<file path="src/rtl/bilinear_pixel_interpolator_assert.svh">
// ----------------------------------------------------------------------------
// bilinear pixel interpolator assertion macros
// concurrent checks clocked on clk and disabled while arst_n is low
// ----------------------------------------------------------------------------
`ifndef BILINEAR_PIXEL_INTERPOLATOR_ASSERT_SVH
`define BILINEAR_PIXEL_INTERPOLATOR_ASSERT_SVH

`ifndef SYNTHESIS

// plain property check
`define BPI_ASSERT(lbl, prop) \
	lbl: assert property (@(posedge clk) disable iff (!arst_n) (prop)) \
		else $error("bpi check failed");

// implication check
`define BPI_ASSERT_IMP(lbl, ante, cons) \
	lbl: assert property (@(posedge clk) disable iff (!arst_n) (ante) |-> (cons)) \
		else $error("bpi check failed");

`else

`define BPI_ASSERT(lbl, prop)
`define BPI_ASSERT_IMP(lbl, ante, cons)

`endif

`endif

</file>
<file path="src/rtl/bpi_pkg.sv">
// ----------------------------------------------------------------------------
// bpi_pkg
// shared constants and types of the bilinear pixel interpolator
// ----------------------------------------------------------------------------
package bpi_pkg;

	localparam int MAX_PIXELS = 262144;
	localparam int ADDR_W     = $clog2(MAX_PIXELS);
	localparam int FRAC_BITS  = 8;
	localparam int COORD_W    = 20;
	localparam int INT_W      = COORD_W - FRAC_BITS;
	localparam int DIM_W      = 13;
	localparam int PIX_W      = 8;
	localparam int OUT_W      = 16;
	localparam int PADDR_W    = 18;
	// weight is a product of two (FRAC_BITS+1)-bit factors
	localparam int WGT_W      = 2 * (FRAC_BITS + 1);
	localparam int PROD_W     = WGT_W + PIX_W;
	localparam int SUM_W      = PROD_W + 2;
	localparam int SHIFT      = 2 * FRAC_BITS - 8;
	localparam int MUL_W      = 2 * DIM_W;

	// configuration register indexes
	localparam logic REG_WIDTH  = 1'b0;
	localparam logic REG_HEIGHT = 1'b1;

	// per-query control travelling alongside the memory read
	typedef struct packed {
		logic                 live;
		logic                 in_img;
		logic [FRAC_BITS-1:0] fx;
		logic [FRAC_BITS-1:0] fy;
	} q_ctl_t;

endpackage

</file>
<file path="src/rtl/bpi_blend.sv">
// ----------------------------------------------------------------------------
// bpi_blend
// weight generation, weighted sum of four neighbours and rounding
// ----------------------------------------------------------------------------
module bpi_blend (
	input  logic                      clk,
	input  logic                      arst_n,
	input  bpi_pkg::q_ctl_t           ctl,
	input  logic [bpi_pkg::PIX_W-1:0] pix00,
	input  logic [bpi_pkg::PIX_W-1:0] pix01,
	input  logic [bpi_pkg::PIX_W-1:0] pix10,
	input  logic [bpi_pkg::PIX_W-1:0] pix11,
	output logic                      done,
	output logic                      valid_res,
	output logic [bpi_pkg::OUT_W-1:0] intensity
);
	import bpi_pkg::*;

	logic [FRAC_BITS:0]  omfx;
	logic [FRAC_BITS:0]  omfy;
	logic [FRAC_BITS:0]  fx_e;
	logic [FRAC_BITS:0]  fy_e;

	q_ctl_t              ctl_s3;
	logic [WGT_W-1:0]    w00_s3;
	logic [WGT_W-1:0]    w01_s3;
	logic [WGT_W-1:0]    w10_s3;
	logic [WGT_W-1:0]    w11_s3;

	q_ctl_t              ctl_s4;
	logic [PROD_W-1:0]   p00_s4;
	logic [PROD_W-1:0]   p01_s4;
	logic [PROD_W-1:0]   p10_s4;
	logic [PROD_W-1:0]   p11_s4;

	logic [SUM_W-1:0]    sum;
	logic [SUM_W-1:0]    rounded;

	logic                done_q;
	logic                valid_q;
	logic [OUT_W-1:0]    intensity_q;

	assign fx_e = {1'b0, ctl.fx};
	assign fy_e = {1'b0, ctl.fy};
	assign omfx = {1'b1, {FRAC_BITS{1'b0}}} - fx_e;
	assign omfy = {1'b1, {FRAC_BITS{1'b0}}} - fy_e;

	always_ff @(posedge clk or negedge arst_n) begin
		if (!arst_n) begin
			ctl_s3  <= '0;
			ctl_s4  <= '0;
			done_q  <= 1'b0;
			valid_q <= 1'b0;
		end else begin
			ctl_s3  <= ctl;
			ctl_s4  <= ctl_s3;
			done_q  <= ctl_s4.live;
			valid_q <= ctl_s4.live && ctl_s4.in_img;
		end
	end

	always_ff @(posedge clk) begin
		w00_s3 <= WGT_W'(omfx) * WGT_W'(omfy);
		w01_s3 <= WGT_W'(fx_e) * WGT_W'(omfy);
		w10_s3 <= WGT_W'(omfx) * WGT_W'(fy_e);
		w11_s3 <= WGT_W'(fx_e) * WGT_W'(fy_e);
	end

	always_ff @(posedge clk) begin
		p00_s4 <= PROD_W'(pix00) * PROD_W'(w00_s3);
		p01_s4 <= PROD_W'(pix01) * PROD_W'(w01_s3);
		p10_s4 <= PROD_W'(pix10) * PROD_W'(w10_s3);
		p11_s4 <= PROD_W'(pix11) * PROD_W'(w11_s3);
	end

	// round half up to eight fraction bits
	assign sum     = SUM_W'(p00_s4) + SUM_W'(p01_s4) + SUM_W'(p10_s4) + SUM_W'(p11_s4);
	assign rounded = sum + (SUM_W'(1) << (SHIFT - 1));

	always_ff @(posedge clk) begin
		if (ctl_s4.in_img) begin
			intensity_q <= rounded[SHIFT+OUT_W-1:SHIFT];
		end else begin
			intensity_q <= '0;
		end
	end

	assign done      = done_q;
	assign valid_res = valid_q;
	assign intensity = intensity_q;

endmodule

</file>
<file path="config.mk">
export PLATFORM = sky130hd
export DESIGN_NAME = bpi_blend
export DESIGN_NICKNAME = d
export VERILOG_FILES = /design/src/rtl/bilinear_pixel_interpolator_assert.svh /design/src/rtl/bpi_pkg.sv /design/src/rtl/bpi_blend.sv
export SDC_FILE = /design/constraint.sdc
export NUM_CORES = 2
export LEC_CHECK = 0
export BUFFER_PORTS_ARGS = -buffer_cell sky130_fd_sc_hd__buf_2
export CORE_MARGIN = 2
export CORE_UTILIZATION = 35
export DETAILED_ROUTE_END_ITERATION = 12
export GPL_ROUTABILITY_DRIVEN = 0
export SLEW_MARGIN = 20
export SYNTH_ARGS = -nofsm -noshare
export SYNTH_HDL_FRONTEND = slang
export SYNTH_SLANG_ARGS = --single-unit
</file>
<file path="constraint.sdc">
create_clock -name clk -period 9.9 [get_ports clk]
set_input_delay 0.495 -clock clk [delete_from_list [all_inputs] [get_ports clk]]
set_output_delay 0.495 -clock clk [all_outputs]
set_load 0.1 [all_outputs]
</file>
# Yosys cells after proc, flatten, opt, wreduce, memory -nomap -nowiden
# Cells that the tools add are included.
dict set report op_classes {
  mul 8
  n_addsub 6
  reduce_logical 1
}
# operator count
set op_table {}
lappend op_table {{24-bit adder} 3}
lappend op_table {{8-bit by 17-bit multiplier with 24-bit output} 2}
lappend op_table {{24-bit by 8-bit adder with 24-bit output, second input constant} 1}
lappend op_table {{8-bit by 16-bit multiplier with 24-bit output} 1}
lappend op_table {{8-bit by 18-bit multiplier with 24-bit output} 1}
lappend op_table {{9-bit by 9-bit multiplier with 18-bit output} 1}
lappend op_table {{9-bit by 8-bit subtractor with 9-bit output, first input constant} 2}
lappend op_table {{8-bit by 9-bit multiplier with 17-bit output} 1}
lappend op_table {{9-bit by 8-bit multiplier with 17-bit output} 1}
lappend op_table {{8-bit by 8-bit multiplier with 16-bit output} 1}
lappend op_table {{1-bit logical AND} 1}
dict set report totals {
  register_bits 186
  elab_cells 30
  in_bits 52
}

# Longest topological paths before layout
dict set report depth {
  depth_word 4
  ltp_mapped 24
}

# Worst setup path before layout
# Ideal clock, no wire load.
dict set report synth_timing {
  path_kind {input to register}
  startpoint {in ctl[8] (netlist name)}
  endpoint {reg w10_s3[16]}
  stages 19
  arrival_ps 5556
  setup_time_ps 72
  path_buffers 0
  slack_ps 4272
  cell_sequence {clkinv_1 > ha_1 > nand2_1 > or3_1 > xor2_1 > and2_1 > fa_1 > fa_1 > fa_1 > fa_1 > ha_1 > a21o_1 > a21oi_1 > a21boi_1 > a31o_1 > or4_1 > a41o_1 > a21oi_1 > xnor2_1}
}
dict set report synth_via {
  elab_chain_len 2
}
# element line_no
set synth_rtl {}
lappend synth_rtl {{start, declared} bpi_blend.sv:8} ;# input bpi_pkg::q_ctl_t ctl,
lappend synth_rtl {{9-bit by 8-bit subtractor with 9-bit output} bpi_blend.sv:45} ;# assign omfx = {1'b1, {FRAC_BITS{1'b0}}} - fx_e;
lappend synth_rtl {{9-bit by 8-bit multiplier with 17-bit output} bpi_blend.sv:65} ;# w10_s3 <= WGT_W'(omfx) * WGT_W'(fy_e);
lappend synth_rtl {{end signal, assigned} bpi_blend.sv:65}
lappend synth_rtl {{end, declared} bpi_blend.sv:27} ;# logic [WGT_W-1:0] w10_s3;
# No other way between the ends.
# A chain may end at the register's enable or synchronous reset.

# Worst setup path after layout
dict set report layout_timing {
  startpoint {in ctl[9] (netlist name)}
  endpoint {reg w10_s3[16]}
}
# Same word-level chain as after synthesis.

==> flow_summary_export.csv <==
group,metric,value,unit
floorplan,core.rowCount,109,
detailed_routing,firstDrtPassIters,5,
yosys,synth_top_family_by_area,"adder cells",
clocking,cts.sinks,183,
setup_path,worstSetupStartpointType,"primary input",
global_route,grt_pass1_wl,123600,microns
setup_path,cp.buffers_inverters,2,
yosys,synth_adder_area_share,50.85,%
setup_path,path_cells,"buf_2 -> clkinv_1 -> ha_1 -> nand2_1 -> or3_1 -> xor2_1 -> and2_1 -> fa_1 -> fa_1 -> fa_1 -> fa_1 -> ha_1 -> a21o_1 -> a21oi_1 -> a21boi_1 -> a31o_1 -> or4_1 -> a41o_1 -> a21oi_1 -> xnor2_1",
yosys,synthSimpleGateAreaFrac,18.17,%
floorplan,ios,70,
clocking,post-cts-setup-buffers,0,
yosys,ys_ff_latch,183,
clocking,cts_tree,"built",
setup_path,arrival,6.37,ns
detailed_routing,finalWirelength,73970,microns
global_route,grt_max_degree,33,
finish,nNetsFinal,4357,
yosys,ys_types,69,
clocking,cts_resized,0,
detailed_routing,via_per_inst,4.771,
sta,rsz0062_at_grt,"false",
setup_path,crit_path_end_kind,"flip-flop",
setup_path,critPathSlowestCell,"xor2_1",
clocking,cts_buffers,17,
sta,slew_headroom,26.56,%
setup_path,cp.required,10.32,ns
status,status,"complete, no violations",
yosys,syn_area,31380,sq um
yosys,synth_xor_area_share,4.550,%
sta,fin_setup_tns,0,ns
hold_path,hold_class,"in -> reg",
sta,hold_viol_final,0,
sta,finalCriticalPeriod,5.951,ns
yosys,avgSynthCellArea,9.336,sq um
clocking,clk-insertion-delay-late,0.50,ns
floorplan,start_util,35.40,%
placed_design,portBuffers,69,
yosys,ys_seq_area_share,11.77,%
clocking,clk_pin_slew,0.09,ns
global_route,grt_pass1_vias,23140,
setup_path,max_stage_delay,0.65,ns
setup_path,crit_top_cell,"fa_1",
sta,post-route-period-util,60.11,%
yosys,async_flop_share,3.279,%
placed_design,hpwl,62370,microns
yosys,synth-compound-area-share,6.480,%
sta,fmaxAchievable,168.0,MHz
clocking,cts_buffer_depth,2,
detailed_routing,drtAntennaViolNets,0,
global_route,grt_use_total,17.09,%
yosys,syn-num-nets,4345,
yosys,syn_inst,3361,
sta,drv_slew,0,
yosys,yosys_warnings,0,
clocking,htreeDepth,4,
floorplan,core_area,88650,sq um
clocking,cts_root_buffer,"clkbuf_16",
floorplan,die_w,303.4,microns
detailed_routing,post_drt_wl_per_cell,16.23,microns
run,max_cap_violations,0,
floorplan,die_h,303.4,microns
sta,setup_viol,0,
setup_path,path_class,"in -> reg",
global_route,antenna_found_initial,10,
yosys,synthFlopType,"dfxtp_1",
global_route,gr-total-overflow,0,
sta,worst_pin_slew,1.094,ns
setup_path,crit_family,"adder cells",
setup_path,cp_max_fo,12,
yosys,synth_edf_count,0,
floorplan,die_area,92060,sq um
finish,syn_to_final_growth,6.891,%
detailed_routing,first_iter_violations,1119,
detailed_routing,num_vias,21740,
detailed_routing,route.detailed.drc,0,
finish,drive_above_1_share,3.455,%
sta,fin_skew,0.01706,ns
yosys,synth_mux_area_share,0.1276,%
==> kinds of logic (layout without fill, tap and decap cells) <==
kind of cell,after synthesis,after routing
AO/OA/AOI/OAI,315,315
other,0,6
AND/OR/NAND/NOR,1091,1091
multiplexers,4,4
XOR/XNOR,163,163
flip-flops,183,183
buffers and inverters,673,698
adder cells (fa/ha/maj),932,932
==> stage by stage <==
| stage | hold WS (ns) | cell area [sq um] | setup WS [ns] | cells | util [%] |
|---|---|---|---|---|---|
| 2_1_floorplan | 0.1994 | 31380 | 4.272 | 3361 | - |
| 3_3_place_gp | 0.3221 | 32900 | 3.595 | 4518 | 37.11 |
| 3_5_place_dp | 0.3272 | 32900 | 3.517 | 4518 | 37.11 |
| 4_1_cts | 0.04844 | 33520 | 4.047 | 4551 | 37.82 |
| 5_1_grt | 0.05668 | 33530 | 3.579 | 4553 | 37.82 |
| 6_report | 0.09718 | 33540 | 3.949 | 4557 | 37.83 |
==> routing by layer <==
metal / vias up / part of all wire [%] / global-route usage [%]
met5: - / 0.053 / 0
met4: 6 / 2.2 / 4.552
met3: 75 / 4.1 / 2.542
met2: 346 / 47 / 28.29
met1: 10900 / 46 / 23.36
li1: 10420 / - / -
==> area by class of cell <==
type / count / area [sq um]
diodes: 6 / 15.01
clock buffers: 17 / 425.4
clock inverters: 15 / 190.2
fillers: 9045 / 55110
inverters: 594 / 2230
multi-input cells: 2505 / 25160
flip-flops and latches: 183 / 3694
well taps: 1165 / 1458
repair buffers: 72 / 370.4
==> placed cells by master, fill, tap and decap left out, types with 45 or more instances in the layout <==
cell type | Yosys | routed
and2_1 | 501 | 501
inv_1 | 591 | 591
nand2_1 | 314 | 314
ha_1 | 360 | 360
nor2_1 | 135 | 135
fa_1 | 572 | 572
buf_2 | 0 | 69
o21ai_0 | 45 | 45
xor2_1 | 51 | 51
a21oi_1 | 96 | 96
dfxtp_1 | 177 | 177
xnor2_1 | 112 | 112
==> registers in the layout, summed over array words and instances (netlist names) <==
name and cells:
ctl_s3 2, ctl_s4 2, done 1, intensity 16, p00_s4 24, p01_s4 24, p10_s4 24, p11_s4 24
valid_res 1, w00_s3 17, w01_s3 16, w10_s3 16, w11_s3 16
==> synthesized netlist by cell type (all sizes together) (4+ instances only) <==
library cell / n / area share (%)
a2111oi: 4 / 0.11
and4: 5 / 0.14
nor2: 135 / 1.6
o21a: 17 / 0.41
o21bai: 19 / 0.45
a21oi: 97 / 1.6
inv: 591 / 7.1
fa: 572 / 36
o311ai: 4 / 0.11
o31ai: 4 / 0.11
a221o: 4 / 0.13
nand2b: 18 / 0.36
o211ai: 7 / 0.17
o41ai: 5 / 0.19
clkbuf: 77 / 0.92
nor4: 5 / 0.10
dfrtp: 6 / 0.48
and3: 10 / 0.20
xor2: 51 / 1.4
and2: 501 / 10
mux2i: 4 / 0.13
ha: 360 / 14
nand3: 25 / 0.40
nand4: 7 / 0.14
o21ai: 68 / 1.1
or3: 11 / 0.22
xnor2: 112 / 3.1
nand4b: 4 / 0.11
a21o: 40 / 0.96
dfxtp: 177 / 11
a31oi: 5 / 0.10
a21boi: 9 / 0.22
a31o: 4 / 0.11
nor2b: 23 / 0.48
nor3: 19 / 0.32
nand2: 314 / 3.8
a211oi: 9 / 0.23
==> path summary, 6_finish.rpt <==
check,startpoint,end,slack (ns),cells past startpoint
setup / recovery,ctl[9],w10_s3[16]$_DFF_P_,3.95,20
hold / removal,ctl[16],ctl_s3[16]$_DFF_PN0_,0.1,1
setup reg to reg,w00_s3[6]$_DFF_P_,p00_s4[23]$_DFF_P_,4.92,14
hold reg to reg,ctl_s3[17]$_DFF_PN0_,ctl_s4[17]$_DFF_PN0_,0.37,0
max in group asynchronous,arst_n,ctl_s4[17]$_DFF_PN0_,9.42,2
min in group asynchronous,arst_n,valid_res$_DFF_PN0_,0.34,2
==> repair_timing <==
item / 4_1_cts / 5_1_grt
endpoints found under the setup margin: 0 / 0
hold buffers: 1 / 0
hold endpoints to repair: 6 / 0
==> worst reg2reg max path, stage by stage, from the launching register on <==
cell	delay, ns
dfxtp_1	0.62
and2_1	0.23
fa_1	0.42
fa_1	0.58
fa_1	0.44
fa_1	0.45
ha_1	0.35
a21o_1	0.17
a21o_1	0.17
a21oi_1	0.19
nand3b_1	0.12
a21oi_1	0.44
o21ai_1	0.29
nor4_1	0.32
nor3_1	0.08
Power is not shown: default switching activity piles up to over one toggle a cycle in this logic, so the estimate is an artifact.
