<file path="config.mk">
export PLATFORM = sky130hd
export DESIGN_NAME = bpi_addr
export DESIGN_NICKNAME = d
export VERILOG_FILES = /design/src/rtl/bilinear_pixel_interpolator_assert.svh /design/src/rtl/bpi_pkg.sv /design/src/rtl/bpi_addr.sv
export SDC_FILE = /design/constraint.sdc
export NUM_CORES = 1
export LEC_CHECK = 0
export BUFFER_PORTS_ARGS = -buffer_cell sky130_fd_sc_hd__buf_4
export CORE_UTILIZATION = 35
export CTS_CLUSTER_DIAMETER = 200
export DETAILED_ROUTE_END_ITERATION = 16
export PLACE_DENSITY_LB_ADDON = 0.08
export SYNTH_ARGS = -nofsm -noshare
export SYNTH_HDL_FRONTEND = slang
export SYNTH_SLANG_ARGS = --single-unit
</file>
<file path="constraint.sdc">
create_clock -name clk -period 12.7 [get_ports clk]
set_input_delay 0.635 -clock clk [delete_from_list [all_inputs] [get_ports clk]]
set_output_delay 0.635 -clock clk [all_outputs]
set_load 0.02 [all_outputs]
</file>
<file path="src/rtl/bilinear_pixel_interpolator_assert.svh">
// ----------------------------------------------------------------------------
// bilinear pixel interpolator assertion macros
// concurrent checks clocked on clk and disabled while arst_n is low
// ----------------------------------------------------------------------------
`ifndef BILINEAR_PIXEL_INTERPOLATOR_ASSERT_SVH
`define BILINEAR_PIXEL_INTERPOLATOR_ASSERT_SVH

`ifndef SYNTHESIS

// plain property check
`define BPI_ASSERT(lbl, prop) \
	lbl: assert property (@(posedge clk) disable iff (!arst_n) (prop)) \
		else $error("bpi check failed");

// implication check
`define BPI_ASSERT_IMP(lbl, ante, cons) \
	lbl: assert property (@(posedge clk) disable iff (!arst_n) (ante) |-> (cons)) \
		else $error("bpi check failed");

`else

`define BPI_ASSERT(lbl, prop)
`define BPI_ASSERT_IMP(lbl, ante, cons)

`endif

`endif

</file>
<file path="src/rtl/bpi_pkg.sv">
// ----------------------------------------------------------------------------
// bpi_pkg
// shared constants and types of the bilinear pixel interpolator
// ----------------------------------------------------------------------------
package bpi_pkg;

	localparam int MAX_PIXELS = 262144;
	localparam int ADDR_W     = $clog2(MAX_PIXELS);
	localparam int FRAC_BITS  = 8;
	localparam int COORD_W    = 20;
	localparam int INT_W      = COORD_W - FRAC_BITS;
	localparam int DIM_W      = 13;
	localparam int PIX_W      = 8;
	localparam int OUT_W      = 16;
	localparam int PADDR_W    = 18;
	// weight is a product of two (FRAC_BITS+1)-bit factors
	localparam int WGT_W      = 2 * (FRAC_BITS + 1);
	localparam int PROD_W     = WGT_W + PIX_W;
	localparam int SUM_W      = PROD_W + 2;
	localparam int SHIFT      = 2 * FRAC_BITS - 8;
	localparam int MUL_W      = 2 * DIM_W;

	// configuration register indexes
	localparam logic REG_WIDTH  = 1'b0;
	localparam logic REG_HEIGHT = 1'b1;

	// per-query control travelling alongside the memory read
	typedef struct packed {
		logic                 live;
		logic                 in_img;
		logic [FRAC_BITS-1:0] fx;
		logic [FRAC_BITS-1:0] fy;
	} q_ctl_t;

endpackage

</file>
<file path="src/rtl/bpi_addr.sv">
// ----------------------------------------------------------------------------
// bpi_addr
// bounds test, neighbour clamping and linear address generation
// ----------------------------------------------------------------------------
module bpi_addr (
	input  logic                        clk,
	input  logic                        arst_n,
	input  logic                        query,
	input  logic [bpi_pkg::COORD_W-1:0] x_coord,
	input  logic [bpi_pkg::COORD_W-1:0] y_coord,
	input  logic [bpi_pkg::DIM_W-1:0]   image_width,
	input  logic [bpi_pkg::DIM_W-1:0]   image_height,
	output logic [bpi_pkg::ADDR_W-1:0]  addr00,
	output logic [bpi_pkg::ADDR_W-1:0]  addr01,
	output logic [bpi_pkg::ADDR_W-1:0]  addr10,
	output logic [bpi_pkg::ADDR_W-1:0]  addr11,
	output bpi_pkg::q_ctl_t             ctl
);
	import bpi_pkg::*;

	logic [DIM_W-1:0]         wm1;
	logic [DIM_W-1:0]         hm1;
	logic                     in_img;
	logic [INT_W-1:0]         u0;
	logic [INT_W-1:0]         v0;
	logic [DIM_W-1:0]         u0p1;
	logic [DIM_W-1:0]         v0p1;
	logic [DIM_W-1:0]         u1;
	logic [DIM_W-1:0]         v1;

	q_ctl_t                   ctl_s1;
	logic [INT_W-1:0]         u0_s1;
	logic [DIM_W-1:0]         u1_s1;
	logic [DIM_W-1:0]         v0_s1;
	logic [DIM_W-1:0]         v1_s1;
	logic [MUL_W-1:0]         row0_prod;
	logic [MUL_W-1:0]         row1_prod;

	q_ctl_t                   ctl_s2;
	logic [INT_W-1:0]         u0_s2;
	logic [DIM_W-1:0]         u1_s2;
	logic [ADDR_W-1:0]        base0_s2;
	logic [ADDR_W-1:0]        base1_s2;

	assign wm1 = image_width - DIM_W'(1);
	assign hm1 = image_height - DIM_W'(1);

	// a zero dimension leaves nothing inside
	assign in_img = (image_width != '0) && (image_height != '0) &&
		({1'b0, x_coord} <= {wm1, {FRAC_BITS{1'b0}}}) &&
		({1'b0, y_coord} <= {hm1, {FRAC_BITS{1'b0}}});

	assign u0   = x_coord[COORD_W-1:FRAC_BITS];
	assign v0   = y_coord[COORD_W-1:FRAC_BITS];
	assign u0p1 = {1'b0, u0} + DIM_W'(1);
	assign v0p1 = {1'b0, v0} + DIM_W'(1);
	// last column or row: right or lower neighbour falls back onto itself
	assign u1   = (u0p1 < image_width)  ? u0p1 : {1'b0, u0};
	assign v1   = (v0p1 < image_height) ? v0p1 : {1'b0, v0};

	always_ff @(posedge clk or negedge arst_n) begin
		if (!arst_n) begin
			ctl_s1 <= '0;
			ctl_s2 <= '0;
		end else begin
			ctl_s1.live   <= query;
			ctl_s1.in_img <= in_img;
			ctl_s1.fx     <= x_coord[FRAC_BITS-1:0];
			ctl_s1.fy     <= y_coord[FRAC_BITS-1:0];
			ctl_s2        <= ctl_s1;
		end
	end

	always_ff @(posedge clk) begin
		u0_s1 <= u0;
		u1_s1 <= u1;
		v0_s1 <= {1'b0, v0};
		v1_s1 <= v1;
	end

	assign row0_prod = MUL_W'(v0_s1) * MUL_W'(image_width);
	assign row1_prod = MUL_W'(v1_s1) * MUL_W'(image_width);

	// addresses wrap at the memory size
	always_ff @(posedge clk) begin
		u0_s2    <= u0_s1;
		u1_s2    <= u1_s1;
		base0_s2 <= row0_prod[ADDR_W-1:0];
		base1_s2 <= row1_prod[ADDR_W-1:0];
	end

	assign addr00 = base0_s2 + ADDR_W'(u0_s2);
	assign addr01 = base0_s2 + ADDR_W'(u1_s2);
	assign addr10 = base1_s2 + ADDR_W'(u0_s2);
	assign addr11 = base1_s2 + ADDR_W'(u1_s2);
	assign ctl    = ctl_s2;

endmodule

</file>
# == Word level (Yosys, flattened, before mapping) ==
# Cells that the tools add are included.
# W data, S select, Z words.
# word_totals
regBits,147
input_bits,69
out_inout_bits,90
word_cells,39
# classes
add_sub_neg,8
n_mul,2
order_cmp,4
muxes,2
n_reduce_logical,5
# ops
op,count
$le A20 B21 Y1,2
$add A18 B12 Y18,2
$add A18 B13 Y18,2
$add A12 B1 Y13 const B,2
$lt A13 B13 Y1,2
$reduce_bool A13 Y1,2
$sub A13 B1 Y13 const B,2
$mux W12,2
$mul A12 B13 Y18,1
$mul A13 B13 Y18,1
$logic_and A1 B1 Y1,3

# == Longest topological paths before layout ==
# Gate-level depths: netlist of run 1.
# depth
ltp_word,4
depth_mapped,20
depth_no_buf,18

# == Worst setup path before layout of run 1 ==
# Ideal clock, no wire load.
# synth_timing
kind,input -> register
startpoint,input port image_width[7] in the netlist's numbering
endpoint,register base0_s2[16]
t_arrival_ns,5.164
required_ns,12.577
path_slack_ns,7.413
stages,18
cell_sequence,clkbuf_1 > clkbuf_1 > nand2_1 > fa_1 > fa_1 > fa_1 > inv_1 > fa_1 > inv_1 > fa_1 > inv_1 > ha_1 > or3_1 > o21ai_0 > a21oi_1 > a2111oi_0 > o21bai_1 > xor2_1
# synth_between
elab_chain_cells,1
# synth_lines
element,line_no,text
start: declaration,bpi_addr.sv:11,"input logic [bpi_pkg::DIM_W-1:0] image_width,"
$mul A12 B13 Y18,bpi_addr.sv:81,assign row0_prod = MUL_W'(v0_s1) * MUL_W'(image_width);
named net row0_prod[16],bpi_addr.sv:36,logic [MUL_W-1:0] row0_prod;
end signal: assignment,bpi_addr.sv:88,base0_s2 <= row0_prod[ADDR_W-1:0];
end: declaration,bpi_addr.sv:42,logic [ADDR_W-1:0] base0_s2;
# The timed path passes the listed nets, and every way through them passes these cells.
# A chain may end at the register's enable or synchronous reset.

# == Worst setup path in the final report of run 1 ==
# layout_timing
startpoint,register v1_s1[5]
endpoint,register base1_s2[17]
# layout_between
elab_chain_cells,1
# layout_lines
element,line_no,text
start: declaration,bpi_addr.sv:35,logic [DIM_W-1:0] v1_s1;
start signal: assignment,bpi_addr.sv:78,v1_s1 <= v1;
$mul A13 B13 Y18,bpi_addr.sv:82,assign row1_prod = MUL_W'(v1_s1) * MUL_W'(image_width);
named net row1_prod[17],bpi_addr.sv:37,logic [MUL_W-1:0] row1_prod;
end signal: assignment,bpi_addr.sv:89,base1_s2 <= row1_prod[ADDR_W-1:0];
end: declaration,bpi_addr.sv:43,logic [ADDR_W-1:0] base1_s2;
# The timed path passes the listed nets, and every way through them passes these cells.

==> flow_metrics.py, run 1 <==
metrics = {
    "setup_path": {
        "ff2ff_setup_slack_ns": 7.54,
        "path_class": "flop to flop",
        "cp_top_family": "adder cells",
        "path_max_fanout": 13,
        "crit_top_cell": "fa_1",
        "worstPathRequired_ns": 13.00,
        "critPathMaxStageDelay_ns": 0.54,
        "cp_slowest_cell": "dfxtp_1",
        "cp_num_buf_inv": 4,
        "r2r_cells": 17,
        "crit_chain": "and2_1 -> fa_1 -> inv_1 -> fa_1 -> inv_1 -> fa_1 -> inv_1 -> fa_1 -> fa_1 -> inv_1 -> ha_1 -> o21a_1 -> o21ai_0 -> nor3_1 -> nor4_1 -> o31ai_1 -> xnor2_1",
        "rr_startpoint": "v1_s1[5]",
        "critPathArrivalTime_ns": 5.46,
        "crit_path_start_kind": "flop",
        "end_kind": "flop",
        "timing.rr.end": "base1_s2[17]",
    },
    "floorplan": {
        "start_util_pct": 35.8,
        "die_h_um": 218,
        "coreArea_um2": 45700,
        "io_pins": 159,
        "dieArea_um2": 47500,
        "rows": 78,
        "die_w_um": 218,
    },
    "cts": {
        "clk_pin_slew_worst_paths_ns": 0.07,
        "postCtsSetupBuffers": 0,
        "h-tree-depth": 4,
        "post_cts_resized": 0,
        "insertion_delay_ns": 0.44,
        "cts-root-buf": "clkbuf_16",
        "hold_buffers": 0,
        "cts_buffer_depth": 2,
        "numClockSinks": 147,
        "numCtsBuffers": 17,
        "cts_tree": "done",
    },
    "synth": {
        "synth_warnings": 0,
        "synth_edf_count": 0,
        "avgSynthCellArea_um2": 8.85,
        "synthFlopType": "dfxtp_1",
        "synth-async-reset-ratio_pct": 24.5,
        "synth_top_area_share_pct": 23.3,
        "synth_area_leader_cell": "fa_1",
        "netlist_instances": 1847,
        "synth_seq_cells": 147,
        "synth_cell_types": 66,
        "netlist_area_um2": 16300,
        "ys_seq_area_share_pct": 19.1,
        "synthesis.nets": 2292,
        "synth.area.top_cells": "fa_1, ha_1, dfxtp_1",
    },
    "power": {
        "power_uw": 4460,
        "p_int_uw": 2280,
        "power_frac_comb_pct": 74.0,
        "peakVddDrop_uv": 203,
        "clockPowerShare_pct": 10.6,
        "p_leak_uw": 0.00904,
        "powerDensity_nw_per_um2": 240,
        "p_switching_uw": 2180,
        "pwr-share-seq_pct": 15.4,
        "switching_share_pct": 48.9,
    },
    "timing": {
        "rsz0062_at_grt": "no",
        "fmax_ghz": 0.194,
        "min_period_over_period_pct": 40.7,
        "setup_slack_ns": 7.54,
        "post-route-min-period_ns": 5.16,
        "hold_viol": 0,
        "worst_slew_pin_slew_ns": 1.01,
        "setup_viol": 0,
        "finalSetupTns_ns": 0,
        "report.final.slew_viol_count": 0,
        "relSlewSlack_pct": 32.4,
        "skew_ns": 0.0107,
    },
    "routing": {
        "drc": 0,
        "finalWirelength_um": 43200,
        "num_vias": 12300,
        "vias_per_cell": 4.78,
        "detail-route-antenna-nets": 0,
        "drt-initial-drc-count": 578,
        "drt-pass1-iter-count": 5,
        "wire_per_inst_um": 16.8,
    },
    "worst_hold_path": {
        "hold_path.class": "input port to asynchronous set/reset pin",
    },
    "final_layout": {
        "finalInstanceArea_um2": 18600,
        "syn_to_final_growth_pct": 13.7,
        "fin_nets": 2407,
        "drive_above_1_share_pct": 10.1,
    },
    "global_route": {
        "antenna_found_initial": 0,
        "grtUsageTotal_pct": 18.9,
        "overflow": 0,
        "grt_max_degree": 37,
        "grt_pass1_vias": 12900,
        "grt_pass1_wl_um": 69700,
    },
    "placed_design": {
        "numPortBuffers": 158,
        "place_ws_ns": 7.31,
        "place.gp.congestion": 0.877,
        "placed_area_um2": 18000,
        "dp_hpwl_um": 35300,
    },
    "flow_run": {
        "drv_cap": 0,
    },
    "outcome": {
        "status": "finished, final reports clean",
    },
}
==> kinds of logic after synthesis <==
group                    synth area share [%]
multiplexers                            0.138
buffers and inverters                    9.10
adder cells (fa/ha/maj)                  37.6
AO/OA/AOI/OAI                            8.92
XOR/XNOR                                 8.42
AND/OR/NAND/NOR                          16.7
flip-flops                               19.1
==> power by group through the flow <==
stage          combinational (uW)  clock [uW]  sequential [uW]
3_5_place_dp                 3310           0              696
6_report                     3300         474              686
5_1_grt                      3700         511              697
3_3_place_gp                 3280           0              695
2_1_floorplan                2380           0              624
4_1_cts                      3330         492              685
==> cells in the mapped netlist, types with 4 or more instances <==
cell type	n
a211o_1	5
a211oi_1	9
a21o_1	16
a21oi_1	55
and2_1	121
and3_1	21
clkbuf_1	58
dfrtp_1	36
dfxtp_1	111
fa_1	190
ha_1	186
inv_1	329
nand2_1	224
nand2b_1	12
nand3_1	21
nand4_1	10
nor2_1	62
nor2b_1	16
nor3_1	27
nor3b_1	6
nor4_1	8
nor4b_1	4
o2111ai_1	4
o211ai_1	8
o21a_1	26
o21ai_0	40
o21ai_1	4
o21bai_1	5
or3_1	6
or4_1	8
xnor2_1	120
xor2_1	37
==> through the flow <==
stage,std cells,hold slack [ns],utilization [%]
after detailed placement,2543,0.312,39.5
after floorplan,1847,0.310,-
final,2576,0.141,40.7
after global routing,2575,0.160,40.7
after CTS,2575,0.137,40.7
after global placement,2543,0.311,39.5
==> routing by layer <==
layer / track usage [%] / up-vias / share of wire [%]
met1: 26.1 / 5962 / 49
met4: 5.83 / 0 / 2.5
met3: 2.34 / 50 / 3.0
li1: - / 6089 / -
met2: 30.4 / 222 / 45
met5: 0 / - / 0
==> registers in the layout (all words and copies together), names as in the netlist <==
register and count:
ctl 18, base0_s2 18, u0_s2 12, ctl_s1 18, base1_s2 18, v1_s1 13
v0_s1 12, u1_s2 13, u1_s1 13, u0_s1 12
==> cells in the final DEF (no fill, tap or decap), types with 4 or more instances in the layout <==
cell,instances
o211ai_1,8
o2111ai_1,4
ha_1,186
or3_1,6
nor4_1,8
nor4b_1,4
o21bai_1,5
xor2_1,37
a211oi_1,9
clkinvlp_4,4
a21oi_1,55
a211o_1,5
nor3_1,27
o21a_1,26
fa_1,190
o21ai_0,40
buf_4,160
and3_1,21
nor2b_1,16
nor2_1,62
nand2_1,224
o21ai_1,4
and2_1,121
inv_1,329
xnor2_1,120
or4_1,8
clkbuf_16,17
dfxtp_1,111
nor3b_1,6
nand3_1,21
nand4_1,10
dfrtp_1,36
a21o_1,16
nand2b_1,12
==> area by class of cell <==
cell class                 count  area (um^2)
timing repair buffer         160         1200
tap                          600          751
sequential                   147         3120
clock buffer                  22          464
multi-input combinational   1307        11700
inverter                     329         1230
fill                        4680        27100
clock inverter                10         77.6
antenna                        1         2.50
==> how the worst max path moves through the flow <==
stage,from,slack (ns),endpoint,cells past startpoint
floorplan,image_width[7],7.41,base0_s2[16],18
global placement,image_width[3],7.33,base1_s2[17],18
detailed placement,image_width[3],7.31,base1_s2[17],18
CTS,v1_s1[0],7.50,base1_s2[17],15
global route,v1_s1[3],7.12,base1_s2[17],18
finish,v1_s1[5],7.54,base1_s2[17],17
Power figures use the tool's default switching activity.
==> inputs of run 2 (changes only) <==
==> constraint.sdc (replaced) <==
create_clock -name clk -period 4.7 [get_ports clk]
set_input_delay 0.235 -clock clk [delete_from_list [all_inputs] [get_ports clk]]
set_output_delay 0.235 -clock clk [all_outputs]
set_load 0.02 [all_outputs]
==> run 2 against run 1 <==
Register-to-register slack worse by 7.5 ns. Largest power group unchanged. Via count is 3.0% higher. Clock skew is 0.0015 ns lower. Combinational power grew to 3.2 times the previous value. Maximum frequency is 12% higher. Global-route usage is 0.80 points higher. Die area stayed put. Flip-flop and latch count stayed put.
==> flow_metrics.py, run 2 (synthesized netlist as in run 1, its figures left out) <==
metrics = {
    "final_layout": {
        "multi_input_area_um2": 12100,
        "n_antenna_cell": 0,
        "syn_to_final_growth_pct": 25.0,
        "seqCellArea_um2": 3170,
        "fill_cells": 4559,
        "fin_util_pct": 44.7,
        "fin_nets": 2569,
        "mostFrequentLayoutCells": "inv_1, buf_4, nand2_1",
        "drive_above_1_share_pct": 18.5,
        "final_common_cell": "inv_1",
        "finalInstanceArea_um2": 20400,
        "stdcell_count": 2737,
    },
    "placed_design": {
        "dp_cells": 2658,
        "numPortBuffers": 158,
        "placed_area_um2": 19000,
        "dp_hpwl_um": 38100,
        "place_ws_ns": -0.145,
        "place.gp.congestion": 0.853,
    },
    "setup_path": {
        "critPathArrivalTime_ns": 4.95,
        "critPathMaxStageDelay_ns": 0.54,
        "path_class": "flop to flop",
        "cp-endpoint": "base1_s2[16]",
        "cp_slowest_cell": "fa_1",
        "crit_chain": "and2_4 -> fa_1 -> inv_2 -> fa_1 -> inv_1 -> fa_1 -> fa_1 -> inv_1 -> fa_1 -> inv_2 -> ha_4 -> or3_4 -> o2111ai_2 -> a21boi_2 -> o41a_1 -> xor2_1",
        "ff2ff_setup_slack_ns": 0.08,
        "rr_startpoint": "v1_s1[6]",
        "crit_top_cell": "fa_1",
        "crit_start": "v1_s1[6]",
        "timing.rr.end": "base1_s2[16]",
        "end_kind": "flop",
        "path_max_fanout": 8,
        "r2r_cells": 16,
        "crit_path_start_kind": "flop",
        "worstPathRequired_ns": 5.03,
    },
    "flow_run": {
        "drv_cap": 0,
    },
    "power": {
        "powerDensity_nw_per_um2": 678,
        "p_int_uw": 7430,
        "power_uw": 13800,
        "p_switching_uw": 6420,
        "switching_share_pct": 46.4,
        "power_frac_comb_pct": 76.1,
        "clockPowerShare_pct": 10.8,
        "p_leak_uw": 0.00990,
        "peakVddDrop_uv": 639,
        "pwr-share-seq_pct": 13.2,
    },
    "routing": {
        "wire_per_inst_um": 16.5,
        "vias_per_cell": 4.64,
        "drc": 0,
        "detail-route-antenna-nets": 0,
        "drt-initial-drc-count": 556,
        "finalWirelength_um": 45200,
        "drt-pass1-iter-count": 5,
        "num_vias": 12700,
    },
    "cts": {
        "numClockSinks": 147,
        "cts_tree": "done",
        "insertion_delay_ns": 0.44,
        "cts_buffer_depth": 2,
        "cts-root-buf": "clkbuf_16",
        "clk_pin_slew_worst_paths_ns": 0.07,
        "numCtsBuffers": 17,
        "h-tree-depth": 4,
    },
    "timing": {
        "worst_slew_pin_slew_ns": 0.660,
        "relSlewSlack_pct": 55.9,
        "setup_viol": 0,
        "skew_ns": 0.00922,
        "rsz0062_at_grt": "yes",
        "setup_slack_ns": 0.0807,
        "fmax_ghz": 0.216,
        "report.final.slew_viol_count": 0,
        "post-route-min-period_ns": 4.62,
        "hold_viol": 0,
        "min_period_over_period_pct": 98.3,
    },
    "outcome": {
        "status": "finished, final reports clean",
    },
    "global_route": {
        "grt_pass1_vias": 13400,
        "grt_pass1_wl_um": 71900,
        "grtUsageTotal_pct": 19.7,
        "overflow": 0,
        "antenna_found_initial": 1,
        "grt_max_degree": 37,
    },
    "floorplan": {
        "rows": 78,
        "die_w_um": 218,
        "die_h_um": 218,
        "coreArea_um2": 45700,
        "io_pins": 159,
        "dieArea_um2": 47500,
        "start_util_pct": 35.8,
    },
    "worst_hold_path": {
        "hold_path.class": "input port to asynchronous set/reset pin",
    },
}
-- run 2: changes by cell type in the layout (fill, tap and decap cells not counted), moves of 7 or more --
cell,previous run,this run
and2_4,0,8
ha_1,186,172
and2_1,121,113
dlygate4sd3_1,0,42
buf_4,160,276
o21ai_0,40,33
dfxtp_4,0,9
inv_1,329,321
inv_2,0,8
dfxtp_2,0,9
ha_4,0,13
fa_2,0,7
fa_1,190,183
dfxtp_1,111,93
-- run 2: critical path, delay by kind of cell, from the launching register on --
| kind | cells | cell delay (ns) |
|---|---|---|
| AND/OR/NAND/NOR | 2 | 0.55 |
| flip-flops | 1 | 0.37 |
| adder cells (fa/ha/maj) | 6 | 2.64 |
| XOR/XNOR | 1 | 0.15 |
| buffers and inverters | 4 | 0.19 |
| AO/OA/AOI/OAI | 3 | 0.60 |
-- run 2: area by class of cell --
| cell class | count | area share, % |
|---|---|---|
| clock buffer | 20 | 2.40 |
| clock inverter | 12 | 0.741 |
| inverter | 329 | 6.05 |
| multi-input combinational | 1307 | 59.1 |
| sequential | 147 | 15.5 |
| tap | 600 | 3.68 |
| timing repair buffer | 322 | 12.6 |
-- run 2: power groups by stage --
stage	clock [uW]	combinational [uW]	sequential (uW)
2_1_floorplan	0	6460	1690
3_3_place_gp	0	9590	1850
3_5_place_dp	0	9660	1850
4_1_cts	1540	9980	1820
5_1_grt	1590	11800	1850
6_report	1490	10500	1820
-- run 2: worst min-delay path by stage --
stage	depth (start not counted)	end	from
floorplan	0	ctl[0]	arst_n
finish	2	ctl_s1[12]	arst_n
global route	3	ctl_s1[16]	image_height[12]
detailed placement	1	ctl_s1[17]	arst_n
global placement	1	ctl_s1[17]	arst_n
CTS	3	ctl_s1[16]	image_height[12]
-- run 2: layer usage --
metal | vias up | track usage (%) | routed length [um]
li1 | 6403 | - | -
met1 | 6043 | 26.6 | 22100
met2 | 212 | 32.4 | 20600
met3 | 39 | 2.66 | 1470
met4 | 0 | 6.01 | 1040
met5 | - | 0 | 0
-- run 2: metrics by stage --
stage                     setup TNS (ns)  hold slack [ns]
after floorplan                        0          -0.0606
after global placement            -0.338            0.214
after detailed placement          -0.522            0.218
after CTS                      -0.000207            0.257
after global routing              -0.163            0.264
final                                  0            0.278
-- run 2: what timing repair did --
item,CTS,global route
hold endpoints to repair,77,0
gates cloned,0,0
setup buffers,0,5
resized for setup,20,72
pin swaps,4,45
hold buffers,42,0
endpoints found under the setup margin,4,12
==> inputs of run 3 (changes only) <==
--- a/config.mk
+++ b/config.mk
@@ -10,6 +10,7 @@
 export CTS_CLUSTER_DIAMETER = 200
 export DETAILED_ROUTE_END_ITERATION = 16
 export PLACE_DENSITY_LB_ADDON = 0.08
+export RECOVER_POWER = 50
 export SYNTH_ARGS = -nofsm -noshare
 export SYNTH_HDL_FRONTEND = slang
 export SYNTH_SLANG_ARGS = --single-unit
==> run 3 against run 2 <==
The run now ends with max-capacitance violations, max-slew violations left. Setup slack improved by 0.0037 ns. Design area fell by 0.73%. Flip-flop and latch count did not move. Register-to-register slack barely moved. Sequential share of layout area rose by 0.10 points. Worst hold slack improved by 0.0010 ns. Non-clock buffer count did not move. Final cell count did not move. Clock skew barely moved. Critical endpoint unchanged.
==> flow_metrics.py, run 3 (synthesized netlist as in run 1, its figures left out) <==
metrics = {
    "power": {
        "p_int_uw": 7410,
        "switching_share_pct": 46.4,
        "powerDensity_nw_per_um2": 682,
        "pwr-share-seq_pct": 13.2,
        "clockPowerShare_pct": 10.8,
        "peakVddDrop_uv": 639,
        "power_frac_comb_pct": 76.1,
        "p_switching_uw": 6420,
        "p_leak_uw": 0.00976,
    },
    "routing": {
        "drt-pass1-iter-count": 5,
        "num_vias": 12700,
        "vias_per_cell": 4.65,
        "drt-initial-drc-count": 518,
        "wire_per_inst_um": 16.5,
        "detail-route-antenna-nets": 0,
        "drc": 0,
        "finalWirelength_um": 45300,
    },
    "timing": {
        "post-route-min-period_ns": 4.62,
        "skew_ns": 0.00888,
        "worst_slew_pin_slew_ns": 1.87,
        "hold_viol": 0,
        "rsz0062_at_grt": "yes",
        "report.final.slew_viol_count": 37,
        "setup_viol": 0,
        "fmax_ghz": 0.217,
        "relSlewSlack_pct": -24.7,
        "setup_slack_ns": 0.0844,
        "min_period_over_period_pct": 98.2,
    },
    "cts": {
        "h-tree-depth": 4,
        "insertion_delay_ns": 0.44,
        "cts_buffer_depth": 2,
        "numCtsBuffers": 17,
        "cts-root-buf": "clkbuf_16",
        "cts_tree": "done",
        "clk_pin_slew_worst_paths_ns": 0.07,
        "numClockSinks": 147,
    },
    "outcome": {
        "violations": "max-capacitance violations, max-slew violations",
        "status": "finished, violations left",
    },
    "global_route": {
        "grt_pass1_wl_um": 71900,
        "grt_max_degree": 37,
        "grt_pass1_vias": 13400,
        "overflow": 0,
        "antenna_found_initial": 1,
        "grtUsageTotal_pct": 19.7,
    },
    "final_layout": {
        "fin_util_pct": 44.4,
        "seqCellArea_um2": 3170,
        "finalInstanceArea_um2": 20300,
        "drive_above_1_share_pct": 16.6,
        "fin_nets": 2569,
        "syn_to_final_growth_pct": 24.1,
        "mostFrequentLayoutCells": "inv_1, buf_4, nand2_1",
        "final_common_cell": "inv_1",
        "multi_input_area_um2": 12100,
        "fill_cells": 4589,
        "n_antenna_cell": 0,
    },
    "setup_path": {
        "path_max_fanout": 8,
        "cp-endpoint": "base1_s2[16]",
        "end_kind": "flop",
        "timing.rr.end": "base1_s2[16]",
        "critPathArrivalTime_ns": 4.95,
        "r2r_cells": 16,
        "ff2ff_setup_slack_ns": 0.08,
        "path_class": "flop to flop",
        "crit_path_start_kind": "flop",
        "crit_start": "v1_s1[6]",
        "rr_startpoint": "v1_s1[6]",
        "worstPathRequired_ns": 5.03,
    },
    "floorplan": {
        "rows": 78,
        "io_pins": 159,
        "start_util_pct": 35.8,
        "coreArea_um2": 45700,
        "die_h_um": 218,
        "dieArea_um2": 47500,
        "die_w_um": 218,
    },
    "worst_hold_path": {
        "hold_path.class": "input port to flop",
    },
    "placed_design": {
        "dp_hpwl_um": 38100,
        "placed_area_um2": 19000,
        "numPortBuffers": 158,
        "place.gp.congestion": 0.853,
        "place_ws_ns": -0.145,
    },
    "flow_run": {
        "drv_cap": 1,
    },
}
## run 3: area by class of cell
| class | count | area share (%) |
|---|---|---|
| clock buffer | 20 | 2.41 |
| inverter | 329 | 6.09 |
| timing repair buffer | 322 | 11.9 |
| clock inverter | 12 | 0.747 |
| multi-input combinational | 1307 | 59.5 |
| sequential | 147 | 15.6 |
| tap | 600 | 3.70 |
## run 3: stage by stage
| step | hold slack, ns | TNS, ns | cells | power (uW) |
|---|---|---|---|---|
| 2_1_floorplan | -0.0606 | 0 | 1847 | 8150 |
| 4_1_cts | 0.257 | -0.000207 | 2732 | 13300 |
| 6_report | 0.279 | 0 | 2737 | 13800 |
| 3_5_place_dp | 0.218 | -0.522 | 2658 | 11500 |
| 3_3_place_gp | 0.214 | -0.338 | 2658 | 11400 |
| 5_1_grt | 0.264 | -0.272 | 2737 | 15200 |
## run 3: timing repair
item,CTS,global route
resized for setup,20,72
pin swaps,4,45
setup endpoints to repair,4,12
hold buffers,42,0
setup buffers,0,5
endpoints found under the hold margin,77,0
## run 3: routing by layer
metal / share of wire (%) / routed length [um] / up-vias / GRT usage [%]
met5: 0 / 0 / - / 0
met1: 49 / 22100 / 6076 / 26.6
li1: - / - / 6404 / -
met4: 2.2 / 1000 / 0 / 6.01
met3: 3.3 / 1480 / 37 / 2.66
met2: 46 / 20700 / 221 / 32.4
## run 3: worst min-delay path by stage
stage	slack (ns)	from	to	cells after the start
after detailed placement	0.22	arst_n	ctl_s1[17]	1
after global placement	0.21	arst_n	ctl_s1[17]	1
after CTS	0.26	image_height[12]	ctl_s1[16]	3
after floorplan	-0.06	arst_n	ctl[0]	0
after global routing	0.26	image_height[12]	ctl_s1[16]	3
final	0.28	image_height[12]	ctl_s1[16]	3
## run 3: power by group through the flow
stage | Sequential, uW | Clock [uW] | Combinational, uW
after global routing | 1850 | 1590 | 11700
final | 1820 | 1490 | 10500
after global placement | 1850 | 0 | 9590
after detailed placement | 1850 | 0 | 9660
after CTS | 1820 | 1540 | 9980
after floorplan | 1690 | 0 | 6460
## run 3: worst max-delay path, cell delays in order, from the launching register on
cell	delay [ns]
dfxtp_4	0.37
and2_4	0.16
fa_1	0.54
inv_2	0.04
fa_1	0.47
inv_1	0.05
fa_1	0.45
fa_1	0.51
inv_1	0.05
fa_1	0.50
inv_2	0.05
ha_4	0.17
or3_4	0.39
o2111ai_2	0.18
a21boi_2	0.09
o41a_1	0.33
xor2_1	0.15
